<file path="src/hdl/psdw_pkg.sv">
// shared types, constants and byte helpers of the png stored-deflate writer
// no dependencies
package psdw_pkg;

   localparam int DIM_BITS_DEF  = 16;
   localparam int BLOCK_MAX_DEF = 65535;
   localparam int CFG_W         = 16;
   localparam int CSR_IDX_W     = 1;
   localparam int STEP_W        = 6;

   localparam logic [CSR_IDX_W-1:0] CSR_IMAGE_WIDTH  = 1'b0;
   localparam logic [CSR_IDX_W-1:0] CSR_IMAGE_HEIGHT = 1'b1;

   localparam logic FUNC_START = 1'b0;
   localparam logic FUNC_PIXEL = 1'b1;

   localparam logic [31:0] CRC_POLY   = 32'hEDB88320;
   localparam logic [31:0] CRC_INIT   = 32'hFFFFFFFF;
   localparam logic [16:0] ADLER_MOD  = 17'd65521;
   localparam logic [31:0] ADLER_INIT = 32'h0000_0001;

   localparam logic [31:0] TYPE_IHDR = 32'h4948_4452;
   localparam logic [31:0] TYPE_IDAT = 32'h4944_4154;
   localparam logic [31:0] TYPE_IEND = 32'h4945_4E44;
   localparam logic [31:0] IHDR_LEN  = 32'd13;
   localparam logic [7:0]  BIT_DEPTH = 8'h01;
   localparam logic [7:0]  ZLIB_CMF  = 8'h78;
   localparam logic [7:0]  ZLIB_FLG  = 8'h01;
   localparam logic [7:0]  FILTER_NONE = 8'h00;

   localparam logic [7:0] PNG_SIG [8] = '{8'd137, 8'd80, 8'd78, 8'd71,
                                         8'd13, 8'd10, 8'd26, 8'd10};

   // byte positions of the header run
   localparam logic [STEP_W-1:0] ST_LEN      = 6'd8;
   localparam logic [STEP_W-1:0] ST_IHDR     = 6'd12;
   localparam logic [STEP_W-1:0] ST_WIDTH    = 6'd16;
   localparam logic [STEP_W-1:0] ST_HEIGHT   = 6'd20;
   localparam logic [STEP_W-1:0] ST_DEPTH    = 6'd24;
   localparam logic [STEP_W-1:0] ST_CRC      = 6'd29;
   localparam logic [STEP_W-1:0] ST_IDAT_LEN = 6'd33;
   localparam logic [STEP_W-1:0] ST_IDAT     = 6'd37;
   localparam logic [STEP_W-1:0] ST_CMF      = 6'd41;
   localparam logic [STEP_W-1:0] ST_FLG      = 6'd42;
   localparam logic [STEP_W-1:0] ST_DIV_LOAD = 6'd2;

   // byte positions of the trailer run
   localparam logic [STEP_W-1:0] FN_CRC  = 6'd4;
   localparam logic [STEP_W-1:0] FN_LEN  = 6'd8;
   localparam logic [STEP_W-1:0] FN_IEND = 6'd12;
   localparam logic [STEP_W-1:0] FN_CRC2 = 6'd16;
   localparam logic [STEP_W-1:0] FN_LAST = 6'd19;

   localparam logic [STEP_W-1:0] BH_LAST = 6'd4;
   localparam logic [STEP_W-1:0] BH_LEN_LO  = 6'd1;
   localparam logic [STEP_W-1:0] BH_LEN_HI  = 6'd2;
   localparam logic [STEP_W-1:0] BH_NLEN_LO = 6'd3;

   typedef struct packed {
      logic       func;
      logic [7:0] pixel_byte;
   } req_type;

   typedef struct packed {
      logic [7:0] out_byte;
      logic       last_of_run;
      logic       end_of_file;
   } rsp_type;

   typedef enum logic [2:0] {
      PH_IDLE = 3'b001,
      PH_RUN  = 3'b010,
      PH_DONE = 3'b100
   } phase_type;

   typedef enum logic [4:0] {
      MD_NEW   = 5'b00001,
      MD_START = 5'b00010,
      MD_BHDR  = 5'b00100,
      MD_RAW   = 5'b01000,
      MD_FIN   = 5'b10000
   } mode_type;

   typedef struct packed {
      logic latch;
      logic div_load;
   } geom_ctl_type;

   function automatic logic [31:0] crc_byte(input logic [31:0] c, input logic [7:0] b);
      logic [31:0] r;
      r = c ^ {24'h0, b};
      for (int k = 0; k < 8; k++) begin
         r = r[0] ? (CRC_POLY ^ (r >> 1)) : (r >> 1);
      end
      return r;
   endfunction

   // big-endian byte k of a word
   function automatic logic [7:0] be_byte(input logic [31:0] v, input logic [1:0] k);
      logic [7:0] r;
      unique case (k)
         2'd0: r = v[31:24];
         2'd1: r = v[23:16];
         2'd2: r = v[15:8];
         default: r = v[7:0];
      endcase
      return r;
   endfunction

endpackage

</file>
<file path="src/hdl/png_stored_deflate_writer.sv">
// bytes of an item go from the item register to the output register; one output byte a cycle
// unless the output stalls or the IDAT length bytes wait for the block count, which is
// loaded at the third header byte; an item holds the input until its bytes are out (one for
// most pixel bytes, up to twelve at row and block starts, 43 for a start, 20 more at end)
// reset is synchronous: idle, 1x1 geometry, no item held, output empty
module png_stored_deflate_writer #(
   parameter int DIM_BITS  = psdw_pkg::DIM_BITS_DEF,
   parameter int BLOCK_MAX = psdw_pkg::BLOCK_MAX_DEF
) (
   input  logic                          clock,
   input  logic                          reset,
   input  logic                          req_valid,
   output logic                          req_stall,
   input  psdw_pkg::req_type             req_data,
   output logic                          rsp_valid,
   input  logic                          rsp_stall,
   output psdw_pkg::rsp_type             rsp_data,
   input  logic                          csr_we,
   input  logic [psdw_pkg::CSR_IDX_W-1:0] csr_index,
   input  logic [psdw_pkg::CFG_W-1:0]    csr_wdata
);
   import psdw_pkg::*;

   localparam int TOT_W = 2 * DIM_BITS + 1;

   logic [CFG_W-1:0]    width_ff, height_ff;
   logic                item_valid_ff;
   req_type             item_ff;
   logic                item_done;
   geom_ctl_type        ctl;
   logic [DIM_BITS-1:0] img_width, img_height, row_len;
   logic [TOT_W-1:0]    raw_total;
   logic [31:0]         idat_len;
   logic                len_ready;

   always_ff @(posedge clock) begin
      if (reset) begin
         width_ff  <= CFG_W'(1);
         height_ff <= CFG_W'(1);
      end else if (csr_we) begin
         unique case (csr_index)
            CSR_IMAGE_WIDTH:  width_ff  <= csr_wdata;
            CSR_IMAGE_HEIGHT: height_ff <= csr_wdata;
            default: width_ff <= width_ff;
         endcase
      end
   end

   assign req_stall = item_valid_ff && !item_done;

   always_ff @(posedge clock) begin
      if (req_valid && !req_stall) begin
         item_ff <= req_data;
      end
      if (reset) begin
         item_valid_ff <= 1'b0;
      end else if (!req_stall) begin
         item_valid_ff <= req_valid;
      end
   end

   psdw_geom #(
      .DIM_BITS  (DIM_BITS),
      .BLOCK_MAX (BLOCK_MAX),
      .TOT_W     (TOT_W)
   ) u_geom (
      .clock      (clock),
      .reset      (reset),
      .ctl        (ctl),
      .width_reg  (width_ff),
      .height_reg (height_ff),
      .img_width  (img_width),
      .img_height (img_height),
      .row_len    (row_len),
      .raw_total  (raw_total),
      .idat_len   (idat_len),
      .len_ready  (len_ready)
   );

   psdw_emit #(
      .DIM_BITS  (DIM_BITS),
      .BLOCK_MAX (BLOCK_MAX),
      .TOT_W     (TOT_W)
   ) u_emit (
      .clock      (clock),
      .reset      (reset),
      .item_valid (item_valid_ff),
      .item       (item_ff),
      .item_done  (item_done),
      .ctl        (ctl),
      .img_width  (img_width),
      .img_height (img_height),
      .row_len    (row_len),
      .raw_total  (raw_total),
      .idat_len   (idat_len),
      .len_ready  (len_ready),
      .rsp_valid  (rsp_valid),
      .rsp_stall  (rsp_stall),
      .rsp_data   (rsp_data)
   );

endmodule

</file>
<file path="src/hdl/psdw_geom.sv">
// image geometry latch, raw size multiplier and block count by reciprocal multiply
// depends on psdw_pkg
module psdw_geom #(
   parameter int DIM_BITS  = psdw_pkg::DIM_BITS_DEF,
   parameter int BLOCK_MAX = psdw_pkg::BLOCK_MAX_DEF,
   parameter int TOT_W     = 2 * DIM_BITS + 1
) (
   input  logic                        clock,
   input  logic                        reset,
   input  psdw_pkg::geom_ctl_type      ctl,
   input  logic [psdw_pkg::CFG_W-1:0]  width_reg,
   input  logic [psdw_pkg::CFG_W-1:0]  height_reg,
   output logic [DIM_BITS-1:0]         img_width,
   output logic [DIM_BITS-1:0]         img_height,
   output logic [DIM_BITS-1:0]         row_len,
   output logic [TOT_W-1:0]            raw_total,
   output logic [31:0]                 idat_len,
   output logic                        len_ready
);
   import psdw_pkg::*;

   // dividend bound: rounded-up raw size stays below 2^(2*CFG_W-1)
   localparam int DV_W = 2 * CFG_W - 1;
   localparam int RL   = $clog2(BLOCK_MAX);
   localparam int SH   = DV_W + RL;
   localparam int RC_W = DV_W + 1;
   localparam int PR_W = DV_W + RC_W;
   localparam logic [RC_W-1:0] RECIP =
      RC_W'(((64'd1 << SH) + 64'(BLOCK_MAX) - 64'd1) / 64'(BLOCK_MAX));

   logic [DIM_BITS-1:0] w_dim, h_dim, rb_dim;
   logic [DIM_BITS-1:0] w_ff, h_ff, rb_ff;
   logic [TOT_W-1:0]    total_ff;
   logic [DV_W-1:0]     dvd_ff;
   logic [PR_W-1:0]     prod_ff;
   logic [31:0]         nblk_ff;
   logic [1:0]          ld_ff;
   logic                done_ff;
   logic [DIM_BITS+2:0] rb_wide;

   always_comb begin
      w_dim = DIM_BITS'(width_reg);
      h_dim = DIM_BITS'(height_reg);
      if (w_dim == '0) begin
         w_dim = DIM_BITS'(1);
      end
      if (h_dim == '0) begin
         h_dim = DIM_BITS'(1);
      end
      rb_wide = ({3'b000, w_dim} + (DIM_BITS+3)'(7)) >> 3;
      rb_dim  = DIM_BITS'(rb_wide);
   end

   always_ff @(posedge clock) begin
      if (reset) begin
         w_ff  <= DIM_BITS'(1);
         h_ff  <= DIM_BITS'(1);
         rb_ff <= DIM_BITS'(1);
      end else if (ctl.latch) begin
         w_ff  <= w_dim;
         h_ff  <= h_dim;
         rb_ff <= rb_dim;
      end
   end

   // one multiply, registered
   always_ff @(posedge clock) begin
      total_ff <= TOT_W'({1'b0, rb_ff} + (DIM_BITS+1)'(1)) * TOT_W'(h_ff);
   end

   // rounded-up block count: load, reciprocal multiply, shift
   always_ff @(posedge clock) begin
      if (ctl.div_load) begin
         dvd_ff <= DV_W'(total_ff) + DV_W'(BLOCK_MAX - 1);
      end
      prod_ff <= PR_W'(dvd_ff) * PR_W'(RECIP);
      nblk_ff <= 32'(prod_ff >> SH);
      if (reset) begin
         ld_ff   <= '0;
         done_ff <= 1'b0;
      end else begin
         ld_ff <= {ld_ff[0], ctl.div_load};
         if (ctl.div_load) begin
            done_ff <= 1'b0;
         end else if (ld_ff[1]) begin
            done_ff <= 1'b1;
         end
      end
   end

   assign img_width  = w_ff;
   assign img_height = h_ff;
   assign row_len    = rb_ff;
   assign raw_total  = total_ff;
   assign idat_len   = 32'(total_ff) + nblk_ff + (nblk_ff << 2) + 32'd6;
   assign len_ready  = done_ff;

endmodule

</file>
<file path="src/hdl/psdw_emit.sv">
// byte sequencer: headers, block framing, raw bytes, trailer, running crc and adler
// depends on psdw_pkg; geometry comes from psdw_geom
module psdw_emit #(
   parameter int DIM_BITS  = psdw_pkg::DIM_BITS_DEF,
   parameter int BLOCK_MAX = psdw_pkg::BLOCK_MAX_DEF,
   parameter int TOT_W     = 2 * DIM_BITS + 1
) (
   input  logic                   clock,
   input  logic                   reset,
   input  logic                   item_valid,
   input  psdw_pkg::req_type      item,
   output logic                   item_done,
   output psdw_pkg::geom_ctl_type ctl,
   input  logic [DIM_BITS-1:0]    img_width,
   input  logic [DIM_BITS-1:0]    img_height,
   input  logic [DIM_BITS-1:0]    row_len,
   input  logic [TOT_W-1:0]       raw_total,
   input  logic [31:0]            idat_len,
   input  logic                   len_ready,
   output logic                   rsp_valid,
   input  logic                   rsp_stall,
   output psdw_pkg::rsp_type      rsp_data
);
   import psdw_pkg::*;

   localparam int CMP_W = TOT_W + 17;

   phase_type           phase_ff, phase_in;
   mode_type            mode_ff, mode_in, eff_mode;
   logic [STEP_W-1:0]   cnt_ff, cnt_in, cnt;
   logic                filt_ff, filt_in, filt;
   logic [31:0]         crc_ff, crc_in, crc_src;
   logic [31:0]         adler_ff, adler_in;
   logic [DIM_BITS-1:0] bir_ff, bir_in, row_ff, row_in;
   logic [15:0]         bf_ff, bf_in;
   logic [TOT_W-1:0]    off_ff, off_in;
   logic                rsp_valid_ff, rsp_valid_in;
   rsp_type             rsp_data_ff, rsp_data_in;

   logic                can_emit, drop, want, hold, fire, last, eof, use_crc;
   logic [7:0]          obyte, raw_b;
   logic [1:0]          k_al, k_off;
   logic [STEP_W-1:0]   cnt_m1;
   logic [TOT_W-1:0]    rem_len;
   logic                blk_last;
   logic [15:0]         len16;
   logic [16:0]         a1, a2, bf_inc;
   logic [15:0]         s1n, s2n;
   logic [DIM_BITS:0]   bir_inc, row_inc;
   logic                row_end, img_end;

   always_comb begin
      eff_mode = mode_ff;
      cnt      = cnt_ff;
      filt     = filt_ff;
      drop     = 1'b0;
      if (mode_ff == MD_NEW) begin
         cnt  = '0;
         filt = (bir_ff == '0);
         if (item.func == FUNC_START) begin
            eff_mode = MD_START;
         end else if (phase_ff != PH_RUN) begin
            drop = 1'b1;
         end else if (bf_ff == '0) begin
            eff_mode = MD_BHDR;
         end else begin
            eff_mode = MD_RAW;
         end
      end
   end

   assign cnt_m1 = cnt - STEP_W'(1);
   assign k_al   = cnt[1:0];
   assign k_off  = cnt_m1[1:0];

   // stored block framing
   assign rem_len  = raw_total - off_ff;
   assign blk_last = CMP_W'(rem_len) <= CMP_W'(BLOCK_MAX);
   assign len16    = blk_last ? 16'(rem_len) : 16'(BLOCK_MAX);

   // adler over the raw byte
   assign raw_b = filt ? FILTER_NONE : ~item.pixel_byte;
   assign a1    = {1'b0, adler_ff[15:0]} + {9'h000, raw_b};
   assign s1n   = (a1 >= ADLER_MOD) ? 16'(a1 - ADLER_MOD) : a1[15:0];
   assign a2    = {1'b0, adler_ff[31:16]} + {1'b0, s1n};
   assign s2n   = (a2 >= ADLER_MOD) ? 16'(a2 - ADLER_MOD) : a2[15:0];

   assign bf_inc  = {1'b0, bf_ff} + 17'd1;
   assign bir_inc = {1'b0, bir_ff} + (DIM_BITS+1)'(1);
   assign row_inc = {1'b0, row_ff} + (DIM_BITS+1)'(1);
   assign row_end = bir_inc >= {1'b0, row_len};
   assign img_end = row_end && (row_inc >= {1'b0, img_height});

   always_comb begin
      obyte   = '0;
      use_crc = 1'b0;
      crc_src = crc_ff;
      last    = 1'b0;
      eof     = 1'b0;
      want    = 1'b0;
      hold    = 1'b0;
      unique case (eff_mode)
         MD_START: begin
            want = 1'b1;
            if (cnt == ST_IHDR || cnt == ST_IDAT) begin
               crc_src = CRC_INIT;
            end
            priority if (cnt < ST_LEN) begin
               obyte = PNG_SIG[cnt[2:0]];
            end else if (cnt < ST_IHDR) begin
               obyte = be_byte(IHDR_LEN, k_al);
            end else if (cnt < ST_WIDTH) begin
               obyte   = be_byte(TYPE_IHDR, k_al);
               use_crc = 1'b1;
            end else if (cnt < ST_HEIGHT) begin
               obyte   = be_byte(32'(img_width), k_al);
               use_crc = 1'b1;
            end else if (cnt < ST_DEPTH) begin
               obyte   = be_byte(32'(img_height), k_al);
               use_crc = 1'b1;
            end else if (cnt < ST_CRC) begin
               obyte   = (cnt == ST_DEPTH) ? BIT_DEPTH : 8'h00;
               use_crc = 1'b1;
            end else if (cnt < ST_IDAT_LEN) begin
               obyte = be_byte(~crc_ff, k_off);
            end else if (cnt < ST_IDAT) begin
               obyte = be_byte(idat_len, k_off);
               hold  = !len_ready;
            end else if (cnt < ST_CMF) begin
               obyte   = be_byte(TYPE_IDAT, k_off);
               use_crc = 1'b1;
            end else if (cnt == ST_CMF) begin
               obyte   = ZLIB_CMF;
               use_crc = 1'b1;
            end else begin
               obyte   = ZLIB_FLG;
               use_crc = 1'b1;
               last    = 1'b1;
            end
         end
         MD_BHDR: begin
            want    = 1'b1;
            use_crc = 1'b1;
            priority if (cnt == '0) begin
               obyte = {7'h00, blk_last};
            end else if (cnt == BH_LEN_LO) begin
               obyte = len16[7:0];
            end else if (cnt == BH_LEN_HI) begin
               obyte = len16[15:8];
            end else if (cnt == BH_NLEN_LO) begin
               obyte = ~len16[7:0];
            end else begin
               obyte = ~len16[15:8];
            end
         end
         MD_RAW: begin
            want    = 1'b1;
            use_crc = 1'b1;
            obyte   = raw_b;
            last    = !filt && !img_end;
         end
         MD_FIN: begin
            want = 1'b1;
            if (cnt == FN_IEND) begin
               crc_src = CRC_INIT;
            end
            priority if (cnt < FN_CRC) begin
               obyte   = be_byte(adler_ff, k_al);
               use_crc = 1'b1;
            end else if (cnt < FN_LEN) begin
               obyte = be_byte(~crc_ff, k_al);
            end else if (cnt < FN_IEND) begin
               obyte = 8'h00;
            end else if (cnt < FN_CRC2) begin
               obyte   = be_byte(TYPE_IEND, k_al);
               use_crc = 1'b1;
            end else begin
               obyte = be_byte(~crc_ff, k_al);
               last  = (cnt == FN_LAST);
               eof   = (cnt == FN_LAST);
            end
         end
         default: begin
            want = 1'b0;
         end
      endcase
   end

   assign can_emit  = !rsp_valid_ff || !rsp_stall;
   assign fire      = item_valid && want && !hold && can_emit;
   assign item_done = item_valid && (drop || (fire && last));

   always_comb begin
      phase_in     = phase_ff;
      mode_in      = mode_ff;
      cnt_in       = cnt_ff;
      filt_in      = filt_ff;
      crc_in       = crc_ff;
      adler_in     = adler_ff;
      bir_in       = bir_ff;
      row_in       = row_ff;
      bf_in        = bf_ff;
      off_in       = off_ff;
      rsp_valid_in = rsp_valid_ff && rsp_stall;
      rsp_data_in  = rsp_data_ff;
      ctl          = '0;
      if (fire) begin
         rsp_valid_in = 1'b1;
         rsp_data_in  = '{out_byte: obyte, last_of_run: last, end_of_file: eof};
         filt_in      = filt;
         cnt_in       = cnt + STEP_W'(1);
         mode_in      = eff_mode;
         if (use_crc) begin
            crc_in = crc_byte(crc_src, obyte);
         end
         unique case (eff_mode)
            MD_START: begin
               if (cnt == '0) begin
                  ctl.latch = 1'b1;
                  phase_in  = PH_RUN;
                  adler_in  = ADLER_INIT;
                  bir_in    = '0;
                  row_in    = '0;
                  bf_in     = '0;
                  off_in    = '0;
               end
               if (cnt == ST_DIV_LOAD) begin
                  ctl.div_load = 1'b1;
               end
            end
            MD_BHDR: begin
               if (cnt == BH_LAST) begin
                  mode_in = MD_RAW;
                  cnt_in  = '0;
               end
            end
            MD_RAW: begin
               adler_in = {s2n, s1n};
               off_in   = off_ff + TOT_W'(1);
               bf_in    = (bf_inc >= 17'(BLOCK_MAX)) ? 16'h0000 : bf_inc[15:0];
               cnt_in   = '0;
               if (filt) begin
                  filt_in = 1'b0;
                  mode_in = (bf_inc >= 17'(BLOCK_MAX)) ? MD_BHDR : MD_RAW;
               end else if (row_end) begin
                  bir_in = '0;
                  row_in = DIM_BITS'(row_inc);
                  if (img_end) begin
                     mode_in = MD_FIN;
                  end
               end else begin
                  bir_in = DIM_BITS'(bir_inc);
               end
            end
            MD_FIN: begin
               if (cnt == FN_LAST) begin
                  phase_in = PH_DONE;
               end
            end
            default: begin
               mode_in = mode_ff;
            end
         endcase
      end
      if (item_done) begin
         mode_in = MD_NEW;
         cnt_in  = '0;
      end
   end

   always_ff @(posedge clock) begin
      rsp_data_ff <= rsp_data_in;
      if (reset) begin
         phase_ff     <= PH_IDLE;
         mode_ff      <= MD_NEW;
         cnt_ff       <= '0;
         filt_ff      <= 1'b0;
         crc_ff       <= CRC_INIT;
         adler_ff     <= ADLER_INIT;
         bir_ff       <= '0;
         row_ff       <= '0;
         bf_ff        <= '0;
         off_ff       <= '0;
         rsp_valid_ff <= 1'b0;
      end else begin
         phase_ff     <= phase_in;
         mode_ff      <= mode_in;
         cnt_ff       <= cnt_in;
         filt_ff      <= filt_in;
         crc_ff       <= crc_in;
         adler_ff     <= adler_in;
         bir_ff       <= bir_in;
         row_ff       <= row_in;
         bf_ff        <= bf_in;
         off_ff       <= off_in;
         rsp_valid_ff <= rsp_valid_in;
      end
   end

   assign rsp_valid = rsp_valid_ff;
   assign rsp_data  = rsp_data_ff;

endmodule

</file>
<file path="config.mk">
export PLATFORM = sky130hd
export DESIGN_NAME = png_stored_deflate_writer
export DESIGN_NICKNAME = d
export VERILOG_FILES = /design/src/hdl/psdw_pkg.sv /design/src/hdl/png_stored_deflate_writer.sv /design/src/hdl/psdw_geom.sv /design/src/hdl/psdw_emit.sv
export SDC_FILE = /design/constraint.sdc
export NUM_CORES = 2
export LEC_CHECK = 0
export ABC_AREA = 1
export BUFFER_PORTS_ARGS = -buffer_cell sky130_fd_sc_hd__buf_2
export CORE_MARGIN = 2
export CORE_UTILIZATION = 40
export DETAILED_ROUTE_END_ITERATION = 10
export MAX_ROUTING_LAYER = met4
export PLACE_DENSITY = 0.61
export RECOVER_POWER = 25
export SLEW_MARGIN = 20
export SYNTH_ARGS = -nofsm -noshare
export SYNTH_HDL_FRONTEND = slang
export SYNTH_HIERARCHICAL = 1
export SYNTH_SLANG_ARGS = --single-unit
</file>
<file path="constraint.sdc">
create_clock -name clock -period 8.6 [get_ports clock]
set_input_delay 1.72 -clock clock [delete_from_list [all_inputs] [get_ports clock]]
set_output_delay 1.72 -clock clock [all_outputs]
set_load 0.1 [all_outputs]
</file>
==> impl_metrics.toml <==
[synthesis]
synth_edf_count = 50
synth_area_leaders = "dfxtp_1, nand2_1, ha_1, fa_1, inv_1"
synth.avg_cell_area_um2 = 6.81
netlist_area_mm2 = 0.0382
synthDistinctLibCells = 81
yosysSeqAreaShare_pct = 20.1
synth.most_common_cell = "nand2_1"
ys.flop_type = "dfxtp_1"
yosys-top-cells-count = "nand2_1, inv_1, nor2_1, ha_1, a21oi_1"
synth_seq_cells = 358
yosysWarnings = 6
netlist.area_leader.share_pct = 16.2
synth_cells = 5605
async_flop_share_pct = 0
synth_area_leader_cell = "dfxtp_1"

[worst_setup_path]
path_class = "reg -> reg"
slowest_delay_ns = 0.38
ff2ff_path_depth = 49
r2r-start = "u_emit/bir_ff[0]"
crit_slowest_cell = "dfxtp_1"
crit_path_max_fanout = 15
start_kind = "flop"
cp_data_arrival_time_ns = 7.96
end_kind = "flop"
crit_top_cell = "nand2_1"
crit_start = "u_emit/bir_ff[0]"
cp_data_required_time_ns = 9.05

[run_status]
violations = "capacitance limit, slew limit"
outcome = "finished, violations left"

[power_and_ir_drop]
cellPowerDensity_mw_per_mm2 = 199
p_leak_nw = 19.8
vdd_drop_max_mv = 0.163

[detailed_routing]
wirelength_um = 123000
dr_wl_met2_um = 53700
viasPerCell = 5.31
drt_first_pass_iters = 6
via_count = 36568
drc = 0
wire_per_inst_um = 17.9
drt_iter0_drc = 3191
met3_length_um = 9140
antenna_left = 0
top_layer = "met4"
route.layer.met1.wl_um = 57900

[min_path]
hold_start = "u_geom/prod_ff[62]"
hold_depth = 0
hold_path_class = "reg -> reg"

[timing]
final-setup-viol-count = 0
setup_tns_ns = 0
finalCriticalPeriod_ns = 7.51
max_freq_mhz = 133
worstMarginPinSlew_ns = 1.56
finClkSkew_ns = 0.0311
final-max-slew-violation-count = 31
rsz0062_at_grt = "no"
hold_violations = 0
slew_headroom_pct = -3.71
period_share_pct = 87.3

[grt]
antenna_found_initial = 0
grt_pass1_vias = 34307
grt_max_degree = 89
gr-total-overflow = 0
grt_pass1_wl_um = 193000
grt_use_total_pct = 25.5

[finish]
antenna_cells = 0
seqCellArea_mm2 = 0.00767
layout.nets = 6209
multiInputGateArea_mm2 = 0.0265
drive_gt1_share_pct = 5.27
layout-area-overhead-vs-synth_pct = 7.77
fillers = 10091
fin_area_mm2 = 0.0411

[place]
dpl.hpwl_um = 99500
postPlaceCellArea_mm2 = 0.0395
gp_congestion = 0.955
io_buffers = 42

[clock_network]
cts_setup_buffers = 0
numCtsBuffers = 45
h-tree-depth = 2
clock-sinks = 358
clk_path_buf_depth = 3
clkLatencyLatePin_ns = 0.60
cts_hold_buffers = 0
ctsResizeCount = 0
clk_pin_slew_ns = 0.06
cts-root-buf = "clkbuf_16"
cts_tree = "done"

[floorplanning]
core_mm2 = 0.0947
die_width_um = 313
die_y_um = 313
io_pins = 43
start_util_pct = 40.3
die_area_mm2 = 0.0979
core.rowCount = 113

[flow_run]
drv_cap = 1
report_power, final:
group          internal, mW  switching [mW]
combinational          1.25            2.93
clock                  1.24           0.789
sequential             1.81           0.155
final cells by class:
class	instances	area share (%)
clock buffer	65	3.27
tap	1265	3.85
timing repair buffer	59	0.855
sequential	358	18.6
multi-input combinational	4211	64.5
clock inverter	18	0.551
inverter	911	8.33
kinds of logic after synthesis:
logic type               count (synthesis)  synth area share [%]
AND/OR/NAND/NOR                       2604                  29.4
buffers and inverters                 1037                  10.5
other                                    1               0.00983
XOR/XNOR                               179                  4.13
flip-flops                             358                  20.1
AO/OA/AOI/OAI                          834                  12.6
adder cells (fa/ha/maj)                592                  23.3
state kept, by name, indices dropped and copies added, names as in the netlist, 5 cells and up:
register,cells
u_geom/raw_total,33
u_geom/img_height,16
u_emit/bir_ff,16
u_geom/prod_ff,16
u_geom/dvd_ff,31
u_geom/nblk_ff,16
u_emit/off_ff,33
u_emit/rsp_data,10
u_emit/crc_ff,32
u_emit/row_ff,16
u_emit/cnt_ff,6
u_emit/bf_ff,16
width_ff,16
item_ff,9
height_ff,16
u_geom/img_width,16
u_emit/mode_ff,5
u_geom/row_len,14
u_emit/adler_ff,32
critical path, delay by kind of cell (launching register included):
kind	cells	cell delay (ns)
XOR/XNOR	1	0.28
buffers and inverters	8	0.78
AND/OR/NAND/NOR	29	3.94
flip-flops	1	0.38
AO/OA/AOI/OAI	7	0.93
adder cells (fa/ha/maj)	4	1.06
metal layers:
metal	GRT usage, %	vias to the layer above
met5	-	-
met4	6.04	0
met3	3.66	169
met2	38.4	1263
met1	35.9	17015
li1	-	18121
path summary, 6_finish.rpt:
check	endpoint	slack (ns)
max	u_emit/adler_ff[20]	1.09
min	u_geom/nblk_ff[15]	0.33
max reg2reg	u_emit/adler_ff[20]	1.09
min reg2reg	u_geom/nblk_ff[15]	0.33
stage by stage:
stage	total power, mW	hold slack, ns	std cells	worst slack [ns]	utilization [%]
floorplan	5.06	0.310	5606	2.38	-
global placement	6.08	0.313	6802	1.29	41.7
detailed placement	6.10	0.312	6802	1.19	41.7
CTS	8.16	0.329	6885	1.16	43.4
global route	8.78	0.335	6887	0.306	43.4
finish	8.17	0.327	6887	1.09	43.4
cell usage in the layout (no fill, tap or decap), drive strengths merged, types with 5 or more instances in the layout:
cell type / Yosys / final
o31ai: 7 / 7
dfxtp: 308 / 308
nand4: 102 / 102
nand3b: 13 / 13
o22ai: 33 / 33
nor4: 36 / 36
a211oi: 68 / 68
o221ai: 6 / 6
and2: 9 / 9
a21o: 12 / 12
inv: 900 / 904
xnor2: 38 / 38
o211ai: 30 / 30
a22o: 6 / 6
a22oi: 7 / 7
clkinv: 11 / 19
a21boi: 7 / 7
nand2: 1381 / 1381
o21bai: 16 / 16
ha: 392 / 392
a221oi: 5 / 5
o21ai: 259 / 259
nor3: 100 / 100
or2: 15 / 15
xor2: 141 / 141
nor2: 637 / 637
edfxtp: 50 / 50
a31oi: 25 / 25
nand3: 300 / 300
a21oi: 328 / 328
clkbuf: 93 / 78
fa: 200 / 200
o21a: 9 / 9
bufinv: 0 / 5
buf: 31 / 46
(Power assumes the default switching activity.)
